[config.mk]
export PLATFORM = sky130hd
export DESIGN_NAME = mesh_route_direction_compute_unit
export DESIGN_NICKNAME = d
export VERILOG_FILES = /design/src/sv/mrdc_pkg.sv /design/src/sv/mrdc_div_cell.sv /design/src/sv/mrdc_route_cell.sv /design/src/sv/mesh_route_direction_compute_unit.sv
export VERILOG_INCLUDE_DIRS = /design/src /design/src/sv
export SDC_FILE = /design/constraint.sdc
export NUM_CORES = 1
export LEC_CHECK = 0
export ABC_AREA = 1
export BUFFER_PORTS_ARGS = -buffer_cell sky130_fd_sc_hd__buf_2
export CAP_MARGIN = 20
export CORE_MARGIN = 10
export CORE_UTILIZATION = 40
export CTS_BUF_LIST = sky130_fd_sc_hd__clkbuf_4 sky130_fd_sc_hd__clkbuf_8 sky130_fd_sc_hd__clkbuf_16
export DETAILED_ROUTE_END_ITERATION = 16
export PLACE_DENSITY = 0.67
export SLEW_MARGIN = 20
export SYNTH_ARGS = -nofsm -noshare
export SYNTH_HDL_FRONTEND = slang
export SYNTH_SLANG_ARGS = --single-unit
[constraint.sdc]
create_clock -name clk -period 5.6 [get_ports clk]
set_clock_uncertainty 0.2 [all_clocks]
set_input_delay 0.28 -clock clk [delete_from_list [all_inputs] [get_ports clk]]
set_output_delay 0.28 -clock clk [all_outputs]
set_load 0.01 [all_outputs]
[src/sv/mesh_route_direction_compute_unit_assert.svh]
// Assertion macros shared by the route computation unit.
`ifndef MESH_ROUTE_DIRECTION_COMPUTE_UNIT_ASSERT_SVH
`define MESH_ROUTE_DIRECTION_COMPUTE_UNIT_ASSERT_SVH

// Same-cycle implication, sampled on the rising clock edge outside reset.
`define MRDC_ASSERT_IMPLIES(label, ante, cons, msg) \
	label: assert property (@(posedge clk) disable iff (!arst_n) (ante) |-> (cons)) \
		else $error(msg);

// Next-cycle implication, sampled on the rising clock edge outside reset.
`define MRDC_ASSERT_NEXT(label, ante, cons, msg) \
	label: assert property (@(posedge clk) disable iff (!arst_n) (ante) |=> (cons)) \
		else $error(msg);

`endif

[src/sv/mrdc_pkg.sv]
// Types, constants and route selection functions of the route computation unit.
`timescale 1ns / 1ps
package mrdc_pkg;

	// Width of a cell id and number of divider cells (one quotient bit each).
	localparam int ID_W       = 16;
	localparam int DIV_STAGES = ID_W;
	localparam int COORD_W    = 8;
	localparam int COLS_W     = 9;
	localparam int MAX_SIDE   = 256;

	// Output port codes.
	localparam logic [1:0] DIR_LEFT  = 2'd0;
	localparam logic [1:0] DIR_UP    = 2'd1;
	localparam logic [1:0] DIR_RIGHT = 2'd2;
	localparam logic [1:0] DIR_DOWN  = 2'd3;

	// Port counts.
	localparam logic [1:0] CNT_NONE = 2'd0;
	localparam logic [1:0] CNT_ONE  = 2'd1;
	localparam logic [1:0] CNT_TWO  = 2'd2;

	// Configuration register indexes.
	typedef enum logic [1:0] {
		REG_GRID_COLUMNS = 2'd0,
		REG_CELL_COL     = 2'd1,
		REG_CELL_ROW     = 2'd2,
		REG_ROUTE_MODE   = 2'd3
	} cfg_reg_t;

	// Routing algorithms.
	typedef enum logic [2:0] {
		MODE_XY         = 3'd0,
		MODE_YX         = 3'd1,
		MODE_WEST       = 3'd2,
		MODE_WEST_ADAPT = 3'd3,
		MODE_POSITIVE   = 3'd4,
		MODE_MIXED      = 3'd5
	} route_mode_t;

	// Request transaction.
	typedef struct packed {
		logic [ID_W-1:0] dst_id;
		logic [ID_W-1:0] src_id;
	} req_t;

	// Result transaction.
	typedef struct packed {
		logic [1:0] first_dir;
		logic [1:0] second_dir;
		logic [1:0] dir_count;
	} rsp_t;

	// Cell position and algorithm as seen by the route cell.
	typedef struct packed {
		logic [COORD_W-1:0] cell_col;
		logic [COORD_W-1:0] cell_row;
		route_mode_t        route_mode;
	} route_cfg_t;

	// Partial division state handed from one divider cell to the next.
	typedef struct packed {
		logic [ID_W-1:0]    dst_num;
		logic [ID_W-1:0]    src_num;
		logic [ID_W-1:0]    quot;
		logic [COORD_W-1:0] dst_rem;
		logic [COORD_W-1:0] src_rem;
	} div_data_t;

	// Coordinate comparison flags of one request.
	typedef struct packed {
		logic west;
		logic east;
		logic north;
		logic south;
	} cmp_t;

	function automatic rsp_t mk_one(logic [1:0] d);
		rsp_t r;
		r.first_dir  = d;
		r.second_dir = DIR_LEFT;
		r.dir_count  = CNT_ONE;
		return r;
	endfunction

	function automatic rsp_t mk_two(logic [1:0] d0, logic [1:0] d1);
		rsp_t r;
		r.first_dir  = d0;
		r.second_dir = d1;
		r.dir_count  = CNT_TWO;
		return r;
	endfunction

	function automatic rsp_t mk_none();
		rsp_t r;
		r.first_dir  = DIR_LEFT;
		r.second_dir = DIR_LEFT;
		r.dir_count  = CNT_NONE;
		return r;
	endfunction

	// Dimension order, columns first.
	function automatic rsp_t pick_xy(cmp_t c);
		rsp_t r;
		priority if (c.west)  r = mk_one(DIR_LEFT);
		else if (c.east)      r = mk_one(DIR_RIGHT);
		else if (c.north)     r = mk_one(DIR_UP);
		else if (c.south)     r = mk_one(DIR_DOWN);
		else                  r = mk_none();
		return r;
	endfunction

	// Dimension order, rows first.
	function automatic rsp_t pick_yx(cmp_t c);
		rsp_t r;
		priority if (c.north) r = mk_one(DIR_UP);
		else if (c.south)     r = mk_one(DIR_DOWN);
		else if (c.east)      r = mk_one(DIR_RIGHT);
		else if (c.west)      r = mk_one(DIR_LEFT);
		else                  r = mk_none();
		return r;
	endfunction

	// West-first turn model, optionally offering the east port as a second choice.
	function automatic rsp_t pick_west(cmp_t c, logic adaptive);
		rsp_t r;
		priority if (c.west)         r = mk_one(DIR_LEFT);
		else if (c.east && c.north)
			r = adaptive ? mk_two(DIR_UP, DIR_RIGHT) : mk_one(DIR_UP);
		else if (c.east && c.south)
			r = adaptive ? mk_two(DIR_DOWN, DIR_RIGHT) : mk_one(DIR_DOWN);
		else if (c.east)             r = mk_one(DIR_RIGHT);
		else if (c.south)            r = mk_one(DIR_DOWN);
		else if (c.north)            r = mk_one(DIR_UP);
		else                         r = mk_none();
		return r;
	endfunction

	// Fully adaptive minimal routing over both productive ports.
	function automatic rsp_t pick_positive(cmp_t c);
		rsp_t r;
		priority if (c.west && c.south) r = mk_two(DIR_LEFT, DIR_DOWN);
		else if (c.west && c.north)     r = mk_two(DIR_LEFT, DIR_UP);
		else if (c.east && c.north)     r = mk_two(DIR_UP, DIR_RIGHT);
		else if (c.east && c.south)     r = mk_two(DIR_DOWN, DIR_RIGHT);
		else if (c.west)                r = mk_one(DIR_LEFT);
		else if (c.east)                r = mk_one(DIR_RIGHT);
		else if (c.south)               r = mk_one(DIR_DOWN);
		else if (c.north)               r = mk_one(DIR_UP);
		else                            r = mk_none();
		return r;
	endfunction

	// Select the algorithm; unused mode codes fall back to XY.
	function automatic rsp_t route_pick(route_mode_t mode, cmp_t c, logic src_odd);
		rsp_t r;
		unique case (mode)
			MODE_XY:         r = pick_xy(c);
			MODE_YX:         r = pick_yx(c);
			MODE_WEST:       r = pick_west(c, 1'b0);
			MODE_WEST_ADAPT: r = pick_west(c, 1'b1);
			MODE_POSITIVE:   r = pick_positive(c);
			MODE_MIXED:      r = src_odd ? pick_yx(c) : pick_xy(c);
			default:         r = pick_xy(c);
		endcase
		return r;
	endfunction

endpackage

[src/sv/mrdc_div_cell.sv]
// One restoring-division cell: produces one quotient bit for the destination id and a remainder step for both ids.
`timescale 1ns / 1ps
module mrdc_div_cell
	import mrdc_pkg::*;
(
	input  logic              clk,
	input  logic              arst_n,
	input  logic [COLS_W-1:0] divisor,
	input  logic              up_valid,
	input  div_data_t         up_data,
	output logic              up_ready,
	output logic              dn_valid,
	output div_data_t         dn_data,
	input  logic              dn_ready
);

	logic              valid_q;
	div_data_t         data_q;
	div_data_t         step;
	logic [COLS_W-1:0] trial_dst;
	logic [COLS_W-1:0] trial_src;
	logic              ge_dst;
	logic              ge_src;
	logic [COLS_W-1:0] diff_dst;
	logic [COLS_W-1:0] diff_src;

	// Shift in the next id bit and subtract the divisor where it fits.
	always_comb begin
		trial_dst = {up_data.dst_rem, up_data.dst_num[ID_W-1]};
		trial_src = {up_data.src_rem, up_data.src_num[ID_W-1]};
		ge_dst    = trial_dst >= divisor;
		ge_src    = trial_src >= divisor;
		diff_dst  = trial_dst - divisor;
		diff_src  = trial_src - divisor;
		step.dst_num = {up_data.dst_num[ID_W-2:0], 1'b0};
		step.src_num = {up_data.src_num[ID_W-2:0], 1'b0};
		step.quot    = {up_data.quot[ID_W-2:0], ge_dst};
		step.dst_rem = ge_dst ? diff_dst[COORD_W-1:0] : trial_dst[COORD_W-1:0];
		step.src_rem = ge_src ? diff_src[COORD_W-1:0] : trial_src[COORD_W-1:0];
	end

	// The cell takes a new transaction when it is empty or its contents move on.
	assign up_ready = !valid_q || dn_ready;

	always_ff @(posedge clk or negedge arst_n) begin
		if (!arst_n) begin
			valid_q <= 1'b0;
		end else if (up_ready) begin
			valid_q <= up_valid;
		end
	end

	always_ff @(posedge clk) begin
		if (up_ready && up_valid) begin
			data_q <= step;
		end
	end

	assign dn_valid = valid_q;
	assign dn_data  = data_q;

endmodule

[src/sv/mrdc_route_cell.sv]
// Last cell of the chain: compares coordinates, picks ports and holds the result.
`timescale 1ns / 1ps
module mrdc_route_cell
	import mrdc_pkg::*;
(
	input  logic       clk,
	input  logic       arst_n,
	input  route_cfg_t cfg,
	input  logic       up_valid,
	input  div_data_t  up_data,
	output logic       up_ready,
	output logic       rsp_valid,
	output rsp_t       rsp,
	input  logic       rsp_stall
);

	logic valid_q;
	rsp_t rsp_q;
	cmp_t cmp;
	rsp_t pick;

	// Rows are compared at full quotient width so that rows past 255 lie below every cell.
	always_comb begin
		cmp.west  = cfg.cell_col > up_data.dst_rem;
		cmp.east  = cfg.cell_col < up_data.dst_rem;
		cmp.north = {{(ID_W-COORD_W){1'b0}}, cfg.cell_row} > up_data.quot;
		cmp.south = {{(ID_W-COORD_W){1'b0}}, cfg.cell_row} < up_data.quot;
		pick      = route_pick(cfg.route_mode, cmp, up_data.src_rem[0]);
	end

	// The result register frees up when it is empty or the receiver takes its contents.
	assign up_ready = !valid_q || !rsp_stall;

	always_ff @(posedge clk or negedge arst_n) begin
		if (!arst_n) begin
			valid_q <= 1'b0;
		end else if (up_ready) begin
			valid_q <= up_valid;
		end
	end

	always_ff @(posedge clk) begin
		if (up_ready && up_valid) begin
			rsp_q <= pick;
		end
	end

	assign rsp_valid = valid_q;
	assign rsp       = rsp_q;

endmodule

[src/sv/mesh_route_direction_compute_unit.sv]
// Top level of the mesh route computation unit: configuration registers and the cell chain.
//
//   Channel | Handshake             | Payload
//   --------+-----------------------+-------------------------------------------
//   req     | req_valid, req_stall  | req (dst_id, src_id)
//   rsp     | rsp_valid, rsp_stall  | rsp (first_dir, second_dir, dir_count)
//   cfg     | cfg_valid, cfg_ready  | cfg_index, cfg_data
//
// A request enters every cycle while req_stall is low; its result appears after the
// sixteen divider cells (one quotient bit each) and the route cell.
// Reset empties every cell and loads the register defaults; no clearing pass.
// A stall on rsp backs up through the chain only as far as full cells reach,
// so req_stall rises only when every cell holds a transaction.
`timescale 1ns / 1ps
`include "mesh_route_direction_compute_unit_assert.svh"
module mesh_route_direction_compute_unit
	import mrdc_pkg::*;
(
	input  logic              clk,
	input  logic              arst_n,
	input  logic              req_valid,
	output logic              req_stall,
	input  req_t              req,
	output logic              rsp_valid,
	input  logic              rsp_stall,
	output rsp_t              rsp,
	input  logic              cfg_valid,
	output logic              cfg_ready,
	input  logic [1:0]        cfg_index,
	input  logic [COLS_W-1:0] cfg_data
);

	logic [COLS_W-1:0]  grid_columns_q;
	logic [COORD_W-1:0] cell_col_q;
	logic [COORD_W-1:0] cell_row_q;
	route_mode_t        route_mode_q;
	logic [COLS_W-1:0]  eff_cols;
	route_cfg_t         route_cfg;

	logic              chain_valid [DIV_STAGES+1];
	logic              chain_ready [DIV_STAGES+1];
	div_data_t         chain_data  [DIV_STAGES+1];

	// Configuration writes are always taken.
	assign cfg_ready = 1'b1;

	always_ff @(posedge clk or negedge arst_n) begin
		if (!arst_n) begin
			grid_columns_q <= COLS_W'(16);
			cell_col_q     <= '0;
			cell_row_q     <= '0;
			route_mode_q   <= MODE_XY;
		end else if (cfg_valid && cfg_ready) begin
			unique case (cfg_reg_t'(cfg_index))
				REG_GRID_COLUMNS: grid_columns_q <= cfg_data;
				REG_CELL_COL:     cell_col_q     <= cfg_data[COORD_W-1:0];
				REG_CELL_ROW:     cell_row_q     <= cfg_data[COORD_W-1:0];
				REG_ROUTE_MODE:   route_mode_q   <= route_mode_t'(cfg_data[2:0]);
			endcase
		end
	end

	// A column count of zero acts as one, and counts past the largest side saturate.
	always_comb begin
		priority if (grid_columns_q == '0) begin
			eff_cols = COLS_W'(1);
		end else if (grid_columns_q > COLS_W'(MAX_SIDE)) begin
			eff_cols = COLS_W'(MAX_SIDE);
		end else begin
			eff_cols = grid_columns_q;
		end
	end

	assign route_cfg.cell_col   = cell_col_q;
	assign route_cfg.cell_row   = cell_row_q;
	assign route_cfg.route_mode = route_mode_q;

	// Head of the chain: the ids enter with empty remainders and quotient.
	assign chain_valid[0]        = req_valid;
	assign chain_data[0].dst_num = req.dst_id;
	assign chain_data[0].src_num = req.src_id;
	assign chain_data[0].quot    = '0;
	assign chain_data[0].dst_rem = '0;
	assign chain_data[0].src_rem = '0;
	assign req_stall             = !chain_ready[0];

	// Divider cells, most significant quotient bit first.
	for (genvar k = 0; k < DIV_STAGES; k++) begin : g_div
		mrdc_div_cell u_cell (
			.clk      (clk),
			.arst_n   (arst_n),
			.divisor  (eff_cols),
			.up_valid (chain_valid[k]),
			.up_data  (chain_data[k]),
			.up_ready (chain_ready[k]),
			.dn_valid (chain_valid[k+1]),
			.dn_data  (chain_data[k+1]),
			.dn_ready (chain_ready[k+1])
		);
	end

	// Route selection and result register.
	mrdc_route_cell u_route (
		.clk       (clk),
		.arst_n    (arst_n),
		.cfg       (route_cfg),
		.up_valid  (chain_valid[DIV_STAGES]),
		.up_data   (chain_data[DIV_STAGES]),
		.up_ready  (chain_ready[DIV_STAGES]),
		.rsp_valid (rsp_valid),
		.rsp       (rsp),
		.rsp_stall (rsp_stall)
	);

	// Back-pressure on requests can only come from a held result.
	`MRDC_ASSERT_IMPLIES(a_stall_source, req_stall, rsp_valid && rsp_stall, "request stall without a held result")
	// An arrived transaction names no ports.
	`MRDC_ASSERT_IMPLIES(a_arrived_clean, rsp_valid && rsp.dir_count == CNT_NONE, rsp.first_dir == DIR_LEFT && rsp.second_dir == DIR_LEFT, "arrived result carries a port")
	// Two ports are offered only by the adaptive algorithms.
	`MRDC_ASSERT_IMPLIES(a_two_ports_adaptive, rsp_valid && rsp.dir_count == CNT_TWO, route_mode_q == MODE_WEST_ADAPT || route_mode_q == MODE_POSITIVE, "two ports in a deterministic mode")
	// A taken result with nothing behind it leaves the output empty.
	`MRDC_ASSERT_NEXT(a_drain, rsp_valid && !rsp_stall && !chain_valid[DIV_STAGES], !rsp_valid, "result repeated after it was taken")

endmodule
## Yosys cells after proc, flatten, opt, wreduce, memory -nomap -nowiden

Cells that the tools add are included.

| storage, ports and cells | value |
|---|---|
| output and inout port bits | 9 |
| register bits | 676 |
| bits of input ports | 48 |

| cells by class | value |
|---|---|
| reduce and logical (&&, ||, !) cells | 63 |
| magnitude comparators | 37 |
| $add $sub $neg | 32 |
| muxes and demuxes | 58 |
| equal/unequal tests | 8 |

Operators with widths:

| operator | count |
|---|---|
| $ge A9 B9 Y1 | 30 |
| $mux W8 | 29 |
| $sub A8 B8 Y8 | 29 |
| $mux W6 | 21 |
| $pmux W6 S5 | 1 |
| $logic_and A1 B1 Y1 | 21 |
| $logic_not A1 Y1 | 19 |
| $ge A1 B9 Y1 | 2 |
| $mux W9 | 2 |
| $logic_or A1 B1 Y1 | 17 |
| $gt A8 B16 Y1 | 1 |
| $lt A8 B16 Y1 | 1 |
| $sub A1 B8 Y8 | 2 |
| $gt A9 B9 Y1 const B | 1 |
| $logic_not A9 Y1 | 1 |
| $gt A8 B8 Y1 | 1 |
| $lt A8 B8 Y1 | 1 |
| $reduce_and A2 Y1 | 4 |
| $eq A3 B2 Y1 const B | 2 |
| $eq A3 B3 Y1 const B | 2 |
| $mux W5 | 1 |
| $eq A2 B2 Y1 const B | 2 |
| $mux W1 | 4 |
| $eq A3 B1 Y1 const B | 1 |
| other kinds (3) | 3 |

## Depth between registers and ports, before layout

| depth | value |
|---|---|
| depth after elaboration | 19 |
| depth in mapped cells | 18 |

## Modules after synthesis

From an unflattened synthesis, not the netlist that was laid out.

| second synthesis, totals | value |
|---|---|
| cells, all modules | 5309 |
| area total of the unflattened synthesis | 53845.4 µm² |

By module, submodules not included:

| module | instances | area an instance (µm²) | cells each | sequential area each (µm²) |
|---|---|---|---|---|
| mrdc_div_cell at g_div[13].u_cell ... | 9 | 3220.6 | 316 | 1886.8 |
| mrdc_div_cell at g_div[0].u_cell ... | 5 | 3228.1 | 311 | 1886.8 |
| mrdc_div_cell at g_div[8].u_cell | 1 | 3261.9 | 317 | 1886.8 |
| mrdc_div_cell at g_div[3].u_cell | 1 | 3233.1 | 315 | 1886.8 |
| mesh_route_direction_compute_unit | 1 | 1281.2 | 134 | 701.9 |
| mrdc_route_cell | 1 | 943.4 | 144 | 205.2 |

## Worst setup path after synthesis

No wires, ideal clock.

| path | value |
|---|---|
| kind | register -> register |
| start | reg grid_columns_q[1] |
| end | reg g_div[14].u_cell.data_q, in the netlist g_div[14].u_cell.dn_data[15] (data pin) |
| stages on the path, launching flop included | 13 |
| required time | 5.140 ns |
| data arrival time | 5.379 ns |
| path slack | -0.238 ns |
| clock period less this slack | 5.838 ns |
| path buffers | 1 |
| cell sequence | dfrtp_1 > inv_1 > nor2_1 > inv_1 > ha_1 > inv_1 > o31ai_2 > nand2_1 > o211ai_1 > nand3_2 > nand4_2 > buf_6 > a21oi_1 |

RTL lines:

| what | RTL line | text |
|---|---|---|
| start: declaration | mesh_route_direction_compute_unit.sv:33 | `logic [COLS_W-1:0] grid_columns_q;` |
| start signal: assignment | mesh_route_direction_compute_unit.sv:55 | `REG_GRID_COLUMNS: grid_columns_q <= cfg_data;` |
| end signal: assignment | mrdc_div_cell.sv:55 | `data_q <= step;` |
| end: declaration | mrdc_div_cell.sv:18 | `div_data_t data_q;` |

==> reports/qor.yml <==
status:
  outcome: "complete, no violations"
logic_synthesis:
  avgSynthCellArea_um2: 11.0
  syn_inst: 3181
  ys_async_sr_fraction_pct: 6.66
  yosysWarnings: 0
  yosys_register_bits: 676
  synth-edff-count: 631
  synthFlopType: "edfxtp_1"
  synth_cell_type_count: 52
  syn_area_um2: 34900
  synth_nets: 3548
  yosysSeqAreaShare_pct: 57.6
clocking:
  clk_latency_ps: 620
  htree_levels: 3
  cts_buffers: 72
  root_buffer: "clkbuf_16"
  cts.sinks: 676
  cts.clk_slew.worst_paths_ps: 60
  cts_resized: 0
  cts_tree: "built"
  cts_max_path_buffers: 3
pwr:
  leakage_nw: 17.2
  peakVddDrop_mv: 0.273
  p_per_area_nw_per_um2: 596
worst_hold_path:
  hp-class: "in -> async"
sta:
  drv_slew: 0
  fin_tns_setup_ps: 0
  post-route-period-util_pct: 72.7
  slew_headroom_pct: 36.6
  clock.fmax_mhz: 246
  hold_viol_final: 0
  fin_worst_hold_slack_ps: 16.4
  rsz0062_at_grt: "no"
  worst_pin_slew_ps: 951
  min_period_ps: 4070
  setup_viol: 0
placement:
  portBuffers: 55
  hpwlAfterDp_um: 48900
  place.gp.congestion: 0.855
floorplan:
  start_util_pct: 40.2
  coreArea_um2: 86600
  die_y_um: 315
  die_w_um: 315
  io_pins: 57
  rows: 108
  dieArea_um2: 99400
route:
  num_vias: 22600
  route.detailed.drc: 0
  ant_nets: 0
  wl_um: 70600
  drt_iter0_drc: 1333
  vias_per_cell: 4.93
  drt-pass1-iter-count: 5
  drt-wirelength-per-cell_um: 15.4
final_layout:
  n_antenna_cell: 0
  drive_above_1_share_pct: 9.98
  nNetsFinal: 3746
  areaGrowthSynthToFinish_pct: 14.0
critical_path:
  crit_fanout: 40
  cp_num_buf_inv: 3
  crit_chain: "inv_2 > buf_4 > a21oi_1 > nor2_4 > buf_4 > ha_1 > and3_1 > a221oi_2 > nand2_2 > nand2_1 > nand2_1"
  cp_num_cells: 11
  path_delay_family: "buffers and inverters"
  critPathLaunchType: "flop"
  crit_path_max_incr_delay_ps: 610
  required_ps: 5750
  cp-end-kind: "flop"
  slowest_stage: "buf_4"
  worstSetupPathType: "reg -> reg"
  crit_arrival_ps: 4220
  reg2reg_depth: 11
grt:
  grt_antenna_before_repair: 0
  grt_pass1_vias: 22300
  grt_pass1_wl_um: 115000
  track_usage_pct: 14.2
  grt_overflow: 0
  grt_max_degree: 48
job:
  maxCapViolations: 0
## worst reg2reg max path, delay by kind of cell (launching register included)
kind,cells,cell delay (ps)
buffers and inverters,3,1080
and+or+nand+nor,5,860
AOI/OAI and AO/OA,2,840
DFF,1,440
adders and majority gates,1,380
## cells in the final DEF, fill, tap and decap left out, types with 44 or more instances in the layout
master         instances
xor2_1                96
ha_1                 290
dlygate4sd3_1         47
nand2_2               48
clkbuf_16             75
nand2_1              749
edfxtp_1             631
nor2_1                94
inv_1                375
nand3_1              268
a21oi_1              137
xnor2_1               56
o21ai_0              117
dfrtp_1               44
buf_2                 54
## report_power, final
part / leakage (nW) / internal, W / switching, W
Combinational: 9.32 / 0.00377 / 0.00630
Sequential: 6.75 / 0.00805 / 0.000835
Clock: 1.16 / 0.00277 / 0.00197
## flip-flops by register name, summed over array words and instances (netlist names)
register and count:
cell_row_q 8, grid_columns_q 9, u_route.rsp_valid 1, cell_col_q 8, route_mode_q 3, u_route.rsp 6, g_div.u_cell.dn_valid 16, g_div.u_cell.dn_data 625
## synth_stat cells, drive strengths merged, types with 6 or more instances
cell type  count  share of area, %
o31ai         14              0.33
nand3        269               3.9
xnor2         56               1.4
nand2        805               9.2
a211oi        24              0.63
a21oi        158               2.5
o21ai        166               2.6
buf            6              0.13
inv          385               4.1
ha           290                10
fa            29               1.7
nand4         32              0.76
nor4          10              0.18
nor2         105               1.2
dfrtp         44               3.2
clkinv        12              0.13
nor3          13              0.19
edfxtp       631                54
xor2          96               2.4
## final cells by class
class	instances	area, µm²
inverters	397	1490
clock buffers	89	1980
flip-flops and latches	676	20100
multi-input cells	2098	13300
well taps	1155	1450
clock inverters	42	395
fillers	7730	46900
repair buffers	134	1010
## per-layer routing
layer | track usage, % | part of all wire, % | vias up
li1 | - | - | 11400
met1 | 18.4 | 45 | 10600
met2 | 24.4 | 48 | 411
met3 | 2.09 | 4.1 | 130
met4 | 4.34 | 2.5 | 0
met5 | 0 | 0 | -
## logic make-up (layout without fill, tap and decap cells)
logic type | count (synthesis) | in the layout | share of synthesized area [%]
and+or+nand+nor | 1247 | 1247 | 15.7
DFF | 676 | 676 | 57.6
buffers and inverters | 407 | 662 | 4.45
AOI/OAI and AO/OA | 379 | 379 | 6.39
adders and majority gates | 319 | 319 | 12.1
xor gates and xnor gates | 152 | 152 | 3.82
other | 1 | 1 | 0.0108
## repair_timing
| item | CTS | global route |
|---|---|---|
| hold endpoints to repair | 116 | 0 |
| buffers inserted | 0 | 0 |
| hold buffers | 47 | 0 |
## path summary, 6_finish.rpt
check | startpoint | to | slack [ps]
max | grid_columns_q[8]$_DFFE_PN0P_ | g_div[13].u_cell.dn_data[5]$_DFFE_PP_ | 1530
min | arst_n | grid_columns_q[5]$_DFFE_PN0P_ | 20
max reg2reg | grid_columns_q[8]$_DFFE_PN0P_ | g_div[13].u_cell.dn_data[5]$_DFFE_PP_ | 1530
min reg2reg | g_div[12].u_cell.dn_data[62]$_DFFE_PP_ | g_div[13].u_cell.dn_data[63]$_DFFE_PP_ | 200
max in group asynchronous | arst_n | cell_col_q[6]$_DFFE_PN0P_ | 4780
min in group clk | req[31] | g_div[0].u_cell.dn_data[8]$_DFFE_PP_ | 80
## stage by stage
stage	utilization (%)	total power [W]	cells	area [µm²]	worst slack, ps
final	45.9	0.0237	4591	39700	1530
after global routing	45.9	0.0257	4591	39700	1230
after CTS	45.8	0.0238	4590	39700	1520
after detailed placement	42.6	0.0190	4412	36900	1530
after global placement	42.6	0.0187	4412	36900	1580
after floorplan	-	0.0166	3181	34900	977
Note: power is estimated with default switching activity, not from simulation.
